$ cat config.mk
export PLATFORM = sky130hd
export DESIGN_NAME = substring_match_upcase_flat
export DESIGN_NICKNAME = d
export VERILOG_FILES = /design/src/rtl/sumu_pkg.sv /design/src/rtl/sumu_if.sv /design/src/rtl/substring_match_upcase.sv /design/src/rtl/sumu_step.sv /design/src/rtl/sumu_outq.sv /design/src/flat_wrapper.sv
export SDC_FILE = /design/constraint.sdc
export NUM_CORES = 1
export LEC_CHECK = 0
export ABC_AREA = 1
export BUFFER_PORTS_ARGS = -buffer_cell sky130_fd_sc_hd__buf_2
export CAP_MARGIN = 20
export CORE_MARGIN = 2
export CORE_UTILIZATION = 40
export CTS_CLUSTER_SIZE = 40
export DETAILED_ROUTE_END_ITERATION = 10
export GPL_TIMING_DRIVEN = 0
export SETUP_SLACK_MARGIN = 0.02
export SLEW_MARGIN = 15
export SYNTH_ARGS = -nofsm -noshare
export SYNTH_HDL_FRONTEND = slang
export SYNTH_SLANG_ARGS = --single-unit
$ cat constraint.sdc
create_clock -name clk_i -period 5.55 [get_ports clk_i]
set_clock_uncertainty 0.1 [all_clocks]
set_input_delay 0.555 -clock clk_i [delete_from_list [all_inputs] [get_ports clk_i]]
set_output_delay 0.555 -clock clk_i [all_outputs]
set_load 0.005 [all_outputs]
$ cat src/rtl/sumu_pkg.sv
// ----------------------------------------------------------------------------
// sumu_pkg: shared types and constants for substring_match_upcase
// Register indexes, the default window size, the result tail record and the
// ASCII upper-case helper.
// ----------------------------------------------------------------------------
`timescale 1ns / 1ps

package sumu_pkg;

  // Default maximum pattern length (also the window depth)
  localparam int unsigned PatternMaxDef = 8;

  // Configuration register map
  localparam int unsigned CfgIdxW = 2;
  localparam logic [CfgIdxW-1:0] CFG_PATTERN = 2'd0;
  localparam logic [CfgIdxW-1:0] CFG_LENGTH  = 2'd1;

  // Fixed field widths
  localparam int unsigned PatW   = 64;
  localparam int unsigned PlenW  = 4;
  localparam int unsigned TotalW = 32;

  // End-of-text information carried with a batch of departing bytes
  typedef struct packed {
    logic              last;
    logic [TotalW-1:0] total;
  } sumu_tail_t;

  // ASCII a-z to A-Z, everything else unchanged
  function automatic logic [7:0] to_upper(input logic [7:0] c);
    logic [7:0] r;
    r = c;
    if (c >= 8'h61 && c <= 8'h7a) begin
      r = c - 8'h20;
    end
    return r;
  endfunction

endpackage

$ cat src/rtl/sumu_if.sv
// ----------------------------------------------------------------------------
// sumu_if: valid/ready channels of substring_match_upcase
// Text input channel, result channel and configuration write channel.
// ----------------------------------------------------------------------------
`timescale 1ns / 1ps

// Text byte input
interface sumu_in_if;
  logic       valid;
  logic       ready;
  logic [7:0] text_byte;
  logic       end_of_text;

  modport source (output valid, output text_byte, output end_of_text, input ready);
  modport sink   (input valid, input text_byte, input end_of_text, output ready);
endinterface

// Result output
interface sumu_out_if;
  logic        valid;
  logic        ready;
  logic [7:0]  out_byte;
  logic        last_out;
  logic [31:0] match_total;

  modport source (output valid, output out_byte, output last_out, output match_total,
                  input ready);
  modport sink   (input valid, input out_byte, input last_out, input match_total,
                  output ready);
endinterface

// Configuration register writes
interface sumu_cfg_if;
  logic        valid;
  logic        ready;
  logic [1:0]  index;
  logic [63:0] data;

  modport source (output valid, output index, output data, input ready);
  modport sink   (input valid, input index, input data, output ready);
endinterface

$ cat src/rtl/substring_match_upcase.sv
// A result appears in the cycle after the text byte that releases it.
// Accepts one text byte per cycle while each byte releases at most one result
// and results are taken; a byte releasing more than one result (end of text,
// shorter pattern) holds the input while the result batch register drains.
// Reset: rst_ni clears the registers, the window fill, the count and the
// batch; the window bytes themselves are not reset.
// ----------------------------------------------------------------------------
// substring_match_upcase: streaming substring matcher with upper-casing
// Keeps the last pattern-length minus one text bytes, counts pattern matches and
// upper-cases matched bytes before they leave.
// ----------------------------------------------------------------------------
`timescale 1ns / 1ps

module substring_match_upcase import sumu_pkg::*; #(
  parameter int unsigned PATTERN_MAX = PatternMaxDef
) (
  input  logic      clk_i,
  input  logic      rst_ni,
  sumu_cfg_if.sink  cfg_req,
  sumu_in_if.sink   in_req,
  sumu_out_if.source out_req
);

  localparam int unsigned CntW = $clog2(PATTERN_MAX + 1);

  logic [PatW-1:0]   pattern_q;
  logic [PlenW-1:0]  plen_q;
  logic [7:0]        win_q [PATTERN_MAX];
  logic [7:0]        win_d [PATTERN_MAX];
  logic [CntW-1:0]   fill_q, fill_d;
  logic [TotalW-1:0] cnt_q, cnt_next;
  logic [CntW-1:0]   len;
  logic [7:0]        emit [PATTERN_MAX];
  logic [CntW-1:0]   emit_n;
  logic              match;
  logic              accept;
  sumu_tail_t        tail;

  // configuration writes
  assign cfg_req.ready = 1'b1;

  always_ff @(posedge clk_i or negedge rst_ni) begin
    if (!rst_ni) begin
      pattern_q <= '0;
      plen_q    <= '0;
    end else if (cfg_req.valid) begin
      unique case (cfg_req.index)
        CFG_PATTERN: pattern_q <= cfg_req.data;
        CFG_LENGTH:  plen_q    <= cfg_req.data[PlenW-1:0];
        default:     ;
      endcase
    end
  end

  // effective pattern length, clamped to the window depth
  assign len = (plen_q > PlenW'(PATTERN_MAX)) ? CntW'(PATTERN_MAX) : CntW'(plen_q);

  sumu_step #(
    .PATTERN_MAX (PATTERN_MAX)
  ) u_step (
    .win_i       (win_q),
    .fill_i      (fill_q),
    .len_i       (len),
    .pattern_i   (pattern_q),
    .text_byte_i (in_req.text_byte),
    .last_i      (in_req.end_of_text),
    .win_o       (win_d),
    .fill_o      (fill_d),
    .emit_o      (emit),
    .emit_n_o    (emit_n),
    .match_o     (match)
  );

  assign accept = in_req.valid && in_req.ready;

  // saturating match count including this byte's match
  assign cnt_next   = (match && (cnt_q != '1)) ? cnt_q + 1'b1 : cnt_q;
  assign tail.last  = in_req.end_of_text;
  assign tail.total = cnt_next;

  // window fill and match count; both clear at end of text
  always_ff @(posedge clk_i or negedge rst_ni) begin
    if (!rst_ni) begin
      fill_q <= '0;
      cnt_q  <= '0;
    end else if (accept) begin
      fill_q <= fill_d;
      cnt_q  <= in_req.end_of_text ? '0 : cnt_next;
    end
  end

  // window bytes
  always_ff @(posedge clk_i) begin
    if (accept) begin
      win_q <= win_d;
    end
  end

  sumu_outq #(
    .PATTERN_MAX (PATTERN_MAX)
  ) u_outq (
    .clk_i        (clk_i),
    .rst_ni       (rst_ni),
    .load_i       (accept),
    .load_bytes_i (emit),
    .load_n_i     (emit_n),
    .load_tail_i  (tail),
    .load_ready_o (in_req.ready),
    .valid_o      (out_req.valid),
    .ready_i      (out_req.ready),
    .byte_o       (out_req.out_byte),
    .last_o       (out_req.last_out),
    .total_o      (out_req.match_total)
  );

endmodule

$ cat src/rtl/sumu_step.sv
// ----------------------------------------------------------------------------
// sumu_step: one text byte through the window
// Appends the byte, compares the newest pattern-length bytes against the
// pattern, upper-cases them on a hit and splits off the departing bytes.
// ----------------------------------------------------------------------------
`timescale 1ns / 1ps

module sumu_step import sumu_pkg::*; #(
  parameter int unsigned PATTERN_MAX = PatternMaxDef,
  localparam int unsigned CntW = $clog2(PATTERN_MAX + 1),
  localparam int unsigned IdxW = (PATTERN_MAX > 1) ? $clog2(PATTERN_MAX) : 1
) (
  input  logic [7:0]      win_i [PATTERN_MAX],
  input  logic [CntW-1:0] fill_i,
  input  logic [CntW-1:0] len_i,
  input  logic [PatW-1:0] pattern_i,
  input  logic [7:0]      text_byte_i,
  input  logic            last_i,
  output logic [7:0]      win_o [PATTERN_MAX],
  output logic [CntW-1:0] fill_o,
  output logic [7:0]      emit_o [PATTERN_MAX],
  output logic [CntW-1:0] emit_n_o,
  output logic            match_o
);

  logic [CntW-1:0] fill1;
  logic [CntW-1:0] keep;
  logic [CntW-1:0] n;
  logic [7:0]      app [PATTERN_MAX];
  logic [7:0]      upc [PATTERN_MAX];
  logic            in_win [PATTERN_MAX];
  logic [2:0]      pidx;
  logic [CntW:0]   sidx;
  logic            hit;

  always_comb begin
    fill1 = fill_i + 1'b1;

    // append the new byte after the pending ones
    for (int j = 0; j < PATTERN_MAX; j++) begin
      app[j] = (j < int'(fill_i)) ? win_i[j] : text_byte_i;
    end

    // compare the newest len bytes with the pattern
    hit  = (len_i != '0) && (fill1 >= len_i);
    pidx = '0;
    for (int j = 0; j < PATTERN_MAX; j++) begin
      in_win[j] = (j < int'(fill1)) && (j + int'(len_i) >= int'(fill1));
      pidx      = 3'(j + int'(len_i) - int'(fill1));
      if (in_win[j] && (app[j] != pattern_i[8*pidx +: 8])) begin
        hit = 1'b0;
      end
    end

    // upper-case the matched span
    for (int j = 0; j < PATTERN_MAX; j++) begin
      upc[j] = (hit && in_win[j]) ? to_upper(app[j]) : app[j];
    end

    // bytes no later match can reach leave, oldest first
    if (last_i) begin
      keep = '0;
    end else if (len_i != '0) begin
      keep = len_i - 1'b1;
    end else begin
      keep = '0;
    end
    n = (fill1 > keep) ? fill1 - keep : '0;

    // shift the remaining bytes down
    sidx = '0;
    for (int j = 0; j < PATTERN_MAX; j++) begin
      sidx = (CntW + 1)'(j) + {1'b0, n};
      if (sidx < (CntW + 1)'(PATTERN_MAX)) begin
        win_o[j] = upc[sidx[IdxW-1:0]];
      end else begin
        win_o[j] = '0;
      end
      emit_o[j] = upc[j];
    end

    fill_o   = last_i ? '0 : fill1 - n;
    emit_n_o = n;
    match_o  = hit;
  end

endmodule

$ cat src/rtl/sumu_outq.sv
// ----------------------------------------------------------------------------
// sumu_outq: result batch register
// Holds the bytes departing on one text byte and hands them out one per cycle
// while ready_i is high; takes the next batch in the cycle the last one is taken.
// ----------------------------------------------------------------------------
`timescale 1ns / 1ps

module sumu_outq import sumu_pkg::*; #(
  parameter int unsigned PATTERN_MAX = PatternMaxDef,
  localparam int unsigned CntW = $clog2(PATTERN_MAX + 1)
) (
  input  logic              clk_i,
  input  logic              rst_ni,
  input  logic              load_i,
  input  logic [7:0]        load_bytes_i [PATTERN_MAX],
  input  logic [CntW-1:0]   load_n_i,
  input  sumu_tail_t        load_tail_i,
  output logic              load_ready_o,
  output logic              valid_o,
  input  logic              ready_i,
  output logic [7:0]        byte_o,
  output logic              last_o,
  output logic [TotalW-1:0] total_o
);

  logic [7:0]      bat_q [PATTERN_MAX];
  logic [7:0]      bat_d [PATTERN_MAX];
  logic [CntW-1:0] rem_q, rem_d;
  sumu_tail_t      tail_q;
  logic            pop;
  logic            final_one;

  assign pop          = valid_o && ready_i;
  assign final_one    = (rem_q == CntW'(1));
  assign load_ready_o = (rem_q == '0) || (final_one && ready_i);

  // next batch contents: load a new batch or shift out the head
  always_comb begin
    rem_d = rem_q;
    bat_d = bat_q;
    if (load_i) begin
      rem_d = load_n_i;
      bat_d = load_bytes_i;
    end else if (pop) begin
      rem_d = rem_q - 1'b1;
      for (int j = 0; j + 1 < PATTERN_MAX; j++) begin
        bat_d[j] = bat_q[j+1];
      end
    end
  end

  // batch count
  always_ff @(posedge clk_i or negedge rst_ni) begin
    if (!rst_ni) begin
      rem_q <= '0;
    end else begin
      rem_q <= rem_d;
    end
  end

  // batch payload
  always_ff @(posedge clk_i) begin
    bat_q <= bat_d;
    if (load_i) begin
      tail_q <= load_tail_i;
    end
  end

  assign valid_o = (rem_q != '0);
  assign byte_o  = bat_q[0];
  assign last_o  = final_one && tail_q.last;
  assign total_o = last_o ? tail_q.total : '0;

endmodule

$ cat src/flat_wrapper.sv
// flat-port wrapper written by rule: the top's interface ports become plain ports
module substring_match_upcase_flat import sumu_pkg::*;
#(
  parameter int unsigned PATTERN_MAX = PatternMaxDef
)
  (clk_i, rst_ni, cfg_req_valid, cfg_req_index, cfg_req_data, cfg_req_ready, in_req_valid, in_req_text_byte, in_req_end_of_text, in_req_ready, out_req_valid, out_req_out_byte, out_req_last_out, out_req_match_total, out_req_ready);
  sumu_cfg_if cfg_req_i ();
  sumu_in_if in_req_i ();
  sumu_out_if out_req_i ();
  input  logic clk_i;
  input  logic rst_ni;
  input wire logic [$bits(cfg_req_i.valid)-1:0] cfg_req_valid;
  input wire logic [$bits(cfg_req_i.index)-1:0] cfg_req_index;
  input wire logic [$bits(cfg_req_i.data)-1:0] cfg_req_data;
  output wire logic [$bits(cfg_req_i.ready)-1:0] cfg_req_ready;
  input wire logic [$bits(in_req_i.valid)-1:0] in_req_valid;
  input wire logic [$bits(in_req_i.text_byte)-1:0] in_req_text_byte;
  input wire logic [$bits(in_req_i.end_of_text)-1:0] in_req_end_of_text;
  output wire logic [$bits(in_req_i.ready)-1:0] in_req_ready;
  output wire logic [$bits(out_req_i.valid)-1:0] out_req_valid;
  output wire logic [$bits(out_req_i.out_byte)-1:0] out_req_out_byte;
  output wire logic [$bits(out_req_i.last_out)-1:0] out_req_last_out;
  output wire logic [$bits(out_req_i.match_total)-1:0] out_req_match_total;
  input wire logic [$bits(out_req_i.ready)-1:0] out_req_ready;
  assign cfg_req_i.valid = cfg_req_valid;
  assign cfg_req_i.index = cfg_req_index;
  assign cfg_req_i.data = cfg_req_data;
  assign cfg_req_ready = cfg_req_i.ready;
  assign in_req_i.valid = in_req_valid;
  assign in_req_i.text_byte = in_req_text_byte;
  assign in_req_i.end_of_text = in_req_end_of_text;
  assign in_req_ready = in_req_i.ready;
  assign out_req_valid = out_req_i.valid;
  assign out_req_out_byte = out_req_i.out_byte;
  assign out_req_last_out = out_req_i.last_out;
  assign out_req_match_total = out_req_i.match_total;
  assign out_req_i.ready = out_req_ready;
  substring_match_upcase #(.PATTERN_MAX(PATTERN_MAX)) u_core (.clk_i(clk_i), .rst_ni(rst_ni), .cfg_req(cfg_req_i), .in_req(in_req_i), .out_req(out_req_i));
endmodule
==> results of run 1 <==
[metrics by stage]
stage	cell area, um2	hold slack [ns]
floorplan	19700	0.159
global placement	21200	0.375
detailed placement	21300	0.349
CTS	22600	0.122
global route	22800	0.137
finish	22800	0.134
[what timing repair did]
| action | 4_1_cts | 5_1_grt |
|---|---|---|
| hold buffers | 1 | 0 |
| resized for setup | 22 | 42 |
| buffers inserted | 7 | 11 |
| endpoints found under the setup margin | 138 | 90 |
| pin swaps | 5 | 7 |
| hold endpoints to repair | 29 | 0 |
[state kept, by name, indices dropped and copies added (netlist names)]
register / count
u_core.cnt_q: 32
u_core.fill_q: 4
u_core.pattern_q: 64
u_core.plen_q: 4
u_core.u_outq.bat_q: 56
u_core.u_outq.byte_o: 8
u_core.u_outq.rem_q: 4
u_core.u_outq.tail_q: 33
u_core.win_q: 64
[cell type report]
cell class	count	area (um2)	area share (%)
multi-input cells	2060	10700	47.1
clock buffers	37	893	3.92
plain buffers	121	619	2.72
inverters	262	998	4.38
repair buffers	149	862	3.78
flip-flops and latches	269	7540	33.0
well taps	664	831	3.64
clock inverters	23	330	1.45
[cells in the final DEF, fill, tap and decap left out, drive strengths merged, types with 4 or more instances in the layout]
master / n
o21bai: 10
clkbuf: 108
ha: 56
dfrtp: 108
nand4: 25
a21oi: 56
fa: 6
clkinv: 13
o21ai: 270
mux2: 60
a211oi: 5
nand3: 444
bufinv: 8
buf: 198
nand2: 753
inv: 261
o311ai: 4
a31oi: 12
or2: 12
nor3: 36
xnor2: 9
nor2: 212
xor2: 62
o22ai: 5
nor4: 7
edfxtp: 161
[final timing paths]
| check | from | to | slack [ns] | depth (start not counted) |
|---|---|---|---|---|
| setup / recovery | u_core.plen_q[3] | u_core.win_q[6] | 0.18 | 25 |
| hold / removal | cfg_req_data[38] | u_core.pattern_q[38] | 0.13 | 2 |
| setup reg to reg | u_core.plen_q[3] | u_core.win_q[6] | 0.18 | 25 |
| hold reg to reg | u_core.plen_q[1] | u_core.plen_q[1] | 0.41 | 2 |
| max in group asynchronous | rst_ni | u_core.u_outq.rem_q[1] | 4.25 | 3 |
| min in group asynchronous | rst_ni | u_core.pattern_q[45] | 0.35 | 2 |
[kinds of logic after synthesis]
kind of cell             count (synthesis)
other                                    1
multiplexers                            62
XOR/XNOR                                71
buffers and inverters                  385
AO/OA/AOI/OAI                          371
flip-flops                             269
AND/OR/NAND/NOR                       1493
adder cells (fa/ha/maj)                 62
[metal layers]
metal  vias up  track usage, %
met3       208            5.96
met5         -               0
met2      1038            51.4
li1       9445               -
met1      9631            44.8
met4         0            18.3
==> flow_metrics.tcl, run 1 <==
set metrics [dict create \
    synth-async-reset-ratio_pct 40.1 \
    synthesis.area_um2 19700 \
    place_ws_ns -1.05 \
    fmax_mhz 186 \
    hold_violations 0 \
    synth_edf_count 161 \
    synthMuxAreaShare_pct 3.53 \
    synth_top_family_by_area "simple AND/OR/NAND/NOR gates" \
    crit_path_top_delay_cell "o21ai_1" \
    drc 0 \
    wl_mm 85.2 \
    dieArea_um2 51100 \
    clk_latency_ns 0.56 \
    routabilityCongestion 1.06 \
    synth_seq_cells 269 \
    post-route-util_pct 46.7 \
    critPathMaxStageDelay_ns 0.49 \
    outcome "complete, no violations" \
    die-height_um 226 \
    synth_common_cells "nand2_1 (743), nand3_1 (442), inv_1 (252)" \
    grt_pass1_vias 19200 \
    io_pins 124 \
    synth_most_common_cell "nand2_1" \
    synthXorXnorAreaFrac_pct 3.19 \
    yosysUniqueCellTypes 54 \
    slew_violations 0 \
    drt_iter0_drc 2553 \
    crit_top_cell "nand2_1" \
    path_class "reg2reg" \
    routed.top_layer "met4" \
    cts_tree "yes" \
    overflow 0 \
    n_antenna_cell 0 \
    synth_compound_area_share_pct 10.3 \
    grt_max_degree 80 \
    place.port_buffers 122 \
    tns_ns 0 \
    start_util_pct 40.4 \
    rsz0062_at_grt "false" \
    antenna_found_initial 2 \
    die_width_um 226 \
    firstDrtPassIters 7 \
    cts-root-buf "clkbuf_16" \
    grt_use_total_pct 33.5 \
    crit_arrival_ns 5.58 \
    ys_warn_count 0 \
    yosys.area.top_type "edfxtp_1" \
    route.met2.wl_mm 36.6 \
    syn_inst 2714 \
    cp_max_fo 10 \
    fin_crit_sh_pct 96.8 \
    via_per_inst 5.67 \
    dp_cells 3507 \
    endpoint_kind "register" \
    crit_buf_inv 5 \
    fin_nets 3039 \
    setup_viol 0 \
    period_needed_ns 5.37 \
    h-tree-depth 2 \
    slew_headroom_pct 21.6 \
    rows 81 \
    antenna_left 0 \
    wl_per_cell_um 23.8 \
    num_vias 20300 \
    hpwl_mm 68.5 \
    clk_pin_slew_ns 0.06 \
    startpoint_type "register" \
    grt_pass1_wl_mm 124 \
    crit_family "simple AND/OR/NAND/NOR gates" \
    synth-simple-area-share_pct 32.6 \
    area_growth_pct 15.6 \
    ys.flop_type "edfxtp_1" \
    tightest_slew_ns 1.16 \
    synth_top_area_share_pct 24.5 \
    cap_violations 0 \
    postSynthAreaPerCell_um2 7.27 \
    coreArea_um2 48800 \
    route.met3.wl_mm 7.43 \
    synth_fp_nets 2856 \
    synth_adder_area_share_pct 4.16 \
    required_ns 5.75 \
    numCtsBuffers 34 \
    ys_seq_area_share_pct 38.2 \
    instances_no_fill 3585 \
    clock_path_buffers 3 \
    cts.sinks 269 \
    holdCritPathClass "in2reg" \
    wl_met1_mm 35.8 \
    setup_slack_ns 0.178 \
    n_fill_cell 4993 \
    drive_above_1_share_pct 13.8 \
    synth_area_leaders "edfxtp_1 (25%), nand2_1 (14%), dfrtp_1 (14%)" \
]
Power of run 1 is not shown: default switching activity piles up to over one toggle a cycle in this logic, so the estimate is an artifact.
==> run 2, diff against run 1 <==
--- a/config.mk
+++ b/config.mk
@@ -6,12 +6,12 @@
 export NUM_CORES = 1
 export LEC_CHECK = 0
 export ABC_AREA = 1
-export BUFFER_PORTS_ARGS = -buffer_cell sky130_fd_sc_hd__buf_2
 export CAP_MARGIN = 20
 export CORE_MARGIN = 2
 export CORE_UTILIZATION = 40
 export CTS_CLUSTER_SIZE = 40
 export DETAILED_ROUTE_END_ITERATION = 10
+export DONT_BUFFER_PORTS = 1
 export GPL_TIMING_DRIVEN = 0
 export SETUP_SLACK_MARGIN = 0.02
 export SLEW_MARGIN = 15
==> flow_metrics.tcl, run 2 (synthesis gave the netlist of run 1 again) <==
set metrics [dict create \
    placed_area_um2 20700 \
    antenna_left 0 \
    startpoint_type "register" \
    worstHoldStart "in_req_end_of_text" \
    slew_headroom_pct 22.3 \
    crit_top_cell "nand3_1" \
    drive_above_1_share_pct 10.4 \
    required_ns 5.81 \
    die_width_um 226 \
    place.port_buffers 0 \
    clk_latency_ns 0.55 \
    routabilityCongestion 1.10 \
    cap_violations 0 \
    cts.sinks 269 \
    r2r-start "u_core.plen_q[3]" \
    clk_pin_slew_ns 0.06 \
    via_per_inst 5.73 \
    whs_endpoint "u_core.u_outq.tail_q[32]" \
    holdPathStages 0 \
    n_fill_cell 5035 \
    start_util_pct 40.4 \
    outcome "complete, no violations" \
    path_class "reg2reg" \
    cts_tree "yes" \
    crit_path_top_delay_cell "fa_1" \
    antenna_found_initial 2 \
    drt_iter0_drc 2517 \
    rows 81 \
    die-height_um 226 \
    dieArea_um2 51100 \
    period_needed_ns 5.32 \
    overflow 0 \
    final_cell_area_um2 22300 \
    setup_viol 0 \
    endpoint_kind "register" \
    grt_max_degree 109 \
    grt_use_total_pct 34.2 \
    worst-r2r-setup-slack_ns 0.23 \
    fin_crit_sh_pct 95.8 \
    io_pins 124 \
    coreArea_um2 48800 \
    r2r-end "u_core.win_q[7]" \
    final_common_cell "nand2_1" \
    fin_nets 2932 \
    firstDrtPassIters 6 \
    wl_mm 87.5 \
    dp_cells 3387 \
    clock_path_buffers 3 \
    cts-root-buf "clkbuf_16" \
    holdCritPathClass "in2reg" \
    fmax_mhz 188 \
    slew_violations 0 \
    tightest_slew_ns 1.16 \
    reg.largest.list "u_core.pattern_q (64), u_core.win_q (64), u_core.u_outq.bat_q (56)" \
    final_cell_mix "nand2_1 (742), nand3_1 (442), inv_1 (247)" \
    num_vias 20000 \
    h-tree-depth 2 \
    wl_per_cell_um 25.1 \
    crit_arrival_ns 5.57 \
    hold_violations 0 \
    hpwl_mm 69.6 \
    instances_no_fill 3482 \
    cp_max_fo 10 \
    grt_pass1_vias 18400 \
    numCtsBuffers 35 \
    critPathMaxStageDelay_ns 0.44 \
    grt_pass1_wl_mm 125 \
    area_growth_pct 13.2 \
    drc 0 \
    reg2regPathDepth 26 \
]
[run 2: changes by cell type in the layout (fill, tap and decap cells not counted), sizes merged]
cell,previous run,this run
buf,198,92
bufinv,8,5
clkbuf,108,112
clkdlybuf4s18,0,1
clkinv,13,9
clkinvlp,3,5
diode,0,3
[run 2: how the worst max path moves through the flow]
stage,from,to,slack (ns)
floorplan,u_core.u_outq.rem_q[0],u_core.u_outq.bat_q[0],0.77
global placement,u_core.u_outq.rem_q[0],u_core.u_outq.bat_q[37],-1.89
detailed placement,u_core.plen_q[3],u_core.win_q[17],-1.22
CTS,u_core.plen_q[3],u_core.win_q[17],0.02
global route,u_core.plen_q[3],u_core.win_q[32],-0.01
finish,u_core.plen_q[3],u_core.win_q[7],0.23
[run 2: repair_timing]
item,CTS,global route
endpoints found under the setup margin,140,70
buffers inserted,9,19
pin swaps,7,7
hold buffers,2,0
hold endpoints to repair,108,0
resized for setup,26,43
[run 2: cell type report]
class / instances / area [um2] / area share, %
multi-input cells: 2060 / 10700 / 48.1
flip-flops and latches: 269 / 7540 / 33.7
inverters: 262 / 1000 / 4.49
clock buffers: 44 / 992 / 4.44
well taps: 664 / 831 / 3.72
plain buffers: 121 / 623 / 2.79
repair buffers: 41 / 375 / 1.68
clock inverters: 18 / 228 / 1.02
diodes: 3 / 7.51 / 0.0336
[run 2: layer usage]
| layer | up-vias | GRT usage (%) | wire length, um |
|---|---|---|---|
| li1 | 9247 | - | - |
| met1 | 9384 | 45.9 | 36200 |
| met2 | 1123 | 52.6 | 37800 |
| met3 | 208 | 6.49 | 8430 |
| met4 | 0 | 17.5 | 5050 |
| met5 | - | 0 | 0 |
[run 2: critical path, delay by kind of cell, from the launching register on]
| family | cells | cell delay (ns) |
|---|---|---|
| adders and majority gates | 2 | 0.76 |
| buffers and inverters | 7 | 1.31 |
| DFF | 1 | 0.38 |
| and+or+nand+nor | 17 | 2.57 |
[run 2: stage by stage]
| stage | TNS, ns | worst slack (ns) | utilization [%] | hold slack [ns] |
|---|---|---|---|---|
| 5_1_grt | -0.0203 | -0.0101 | 45.7 | 0.00670 |
| 3_5_place_dp | -50.46 | -1.22 | 42.3 | 0.163 |
| 6_report | 0 | 0.233 | 45.7 | 0.0190 |
| 3_3_place_gp | -188.19 | -1.89 | 42.1 | 0.162 |
| 4_1_cts | 0 | 0.0217 | 45.2 | 0.000602 |
| 2_1_floorplan | 0 | 0.774 | - | 0.159 |
Power of run 2 is left out for the same reason.
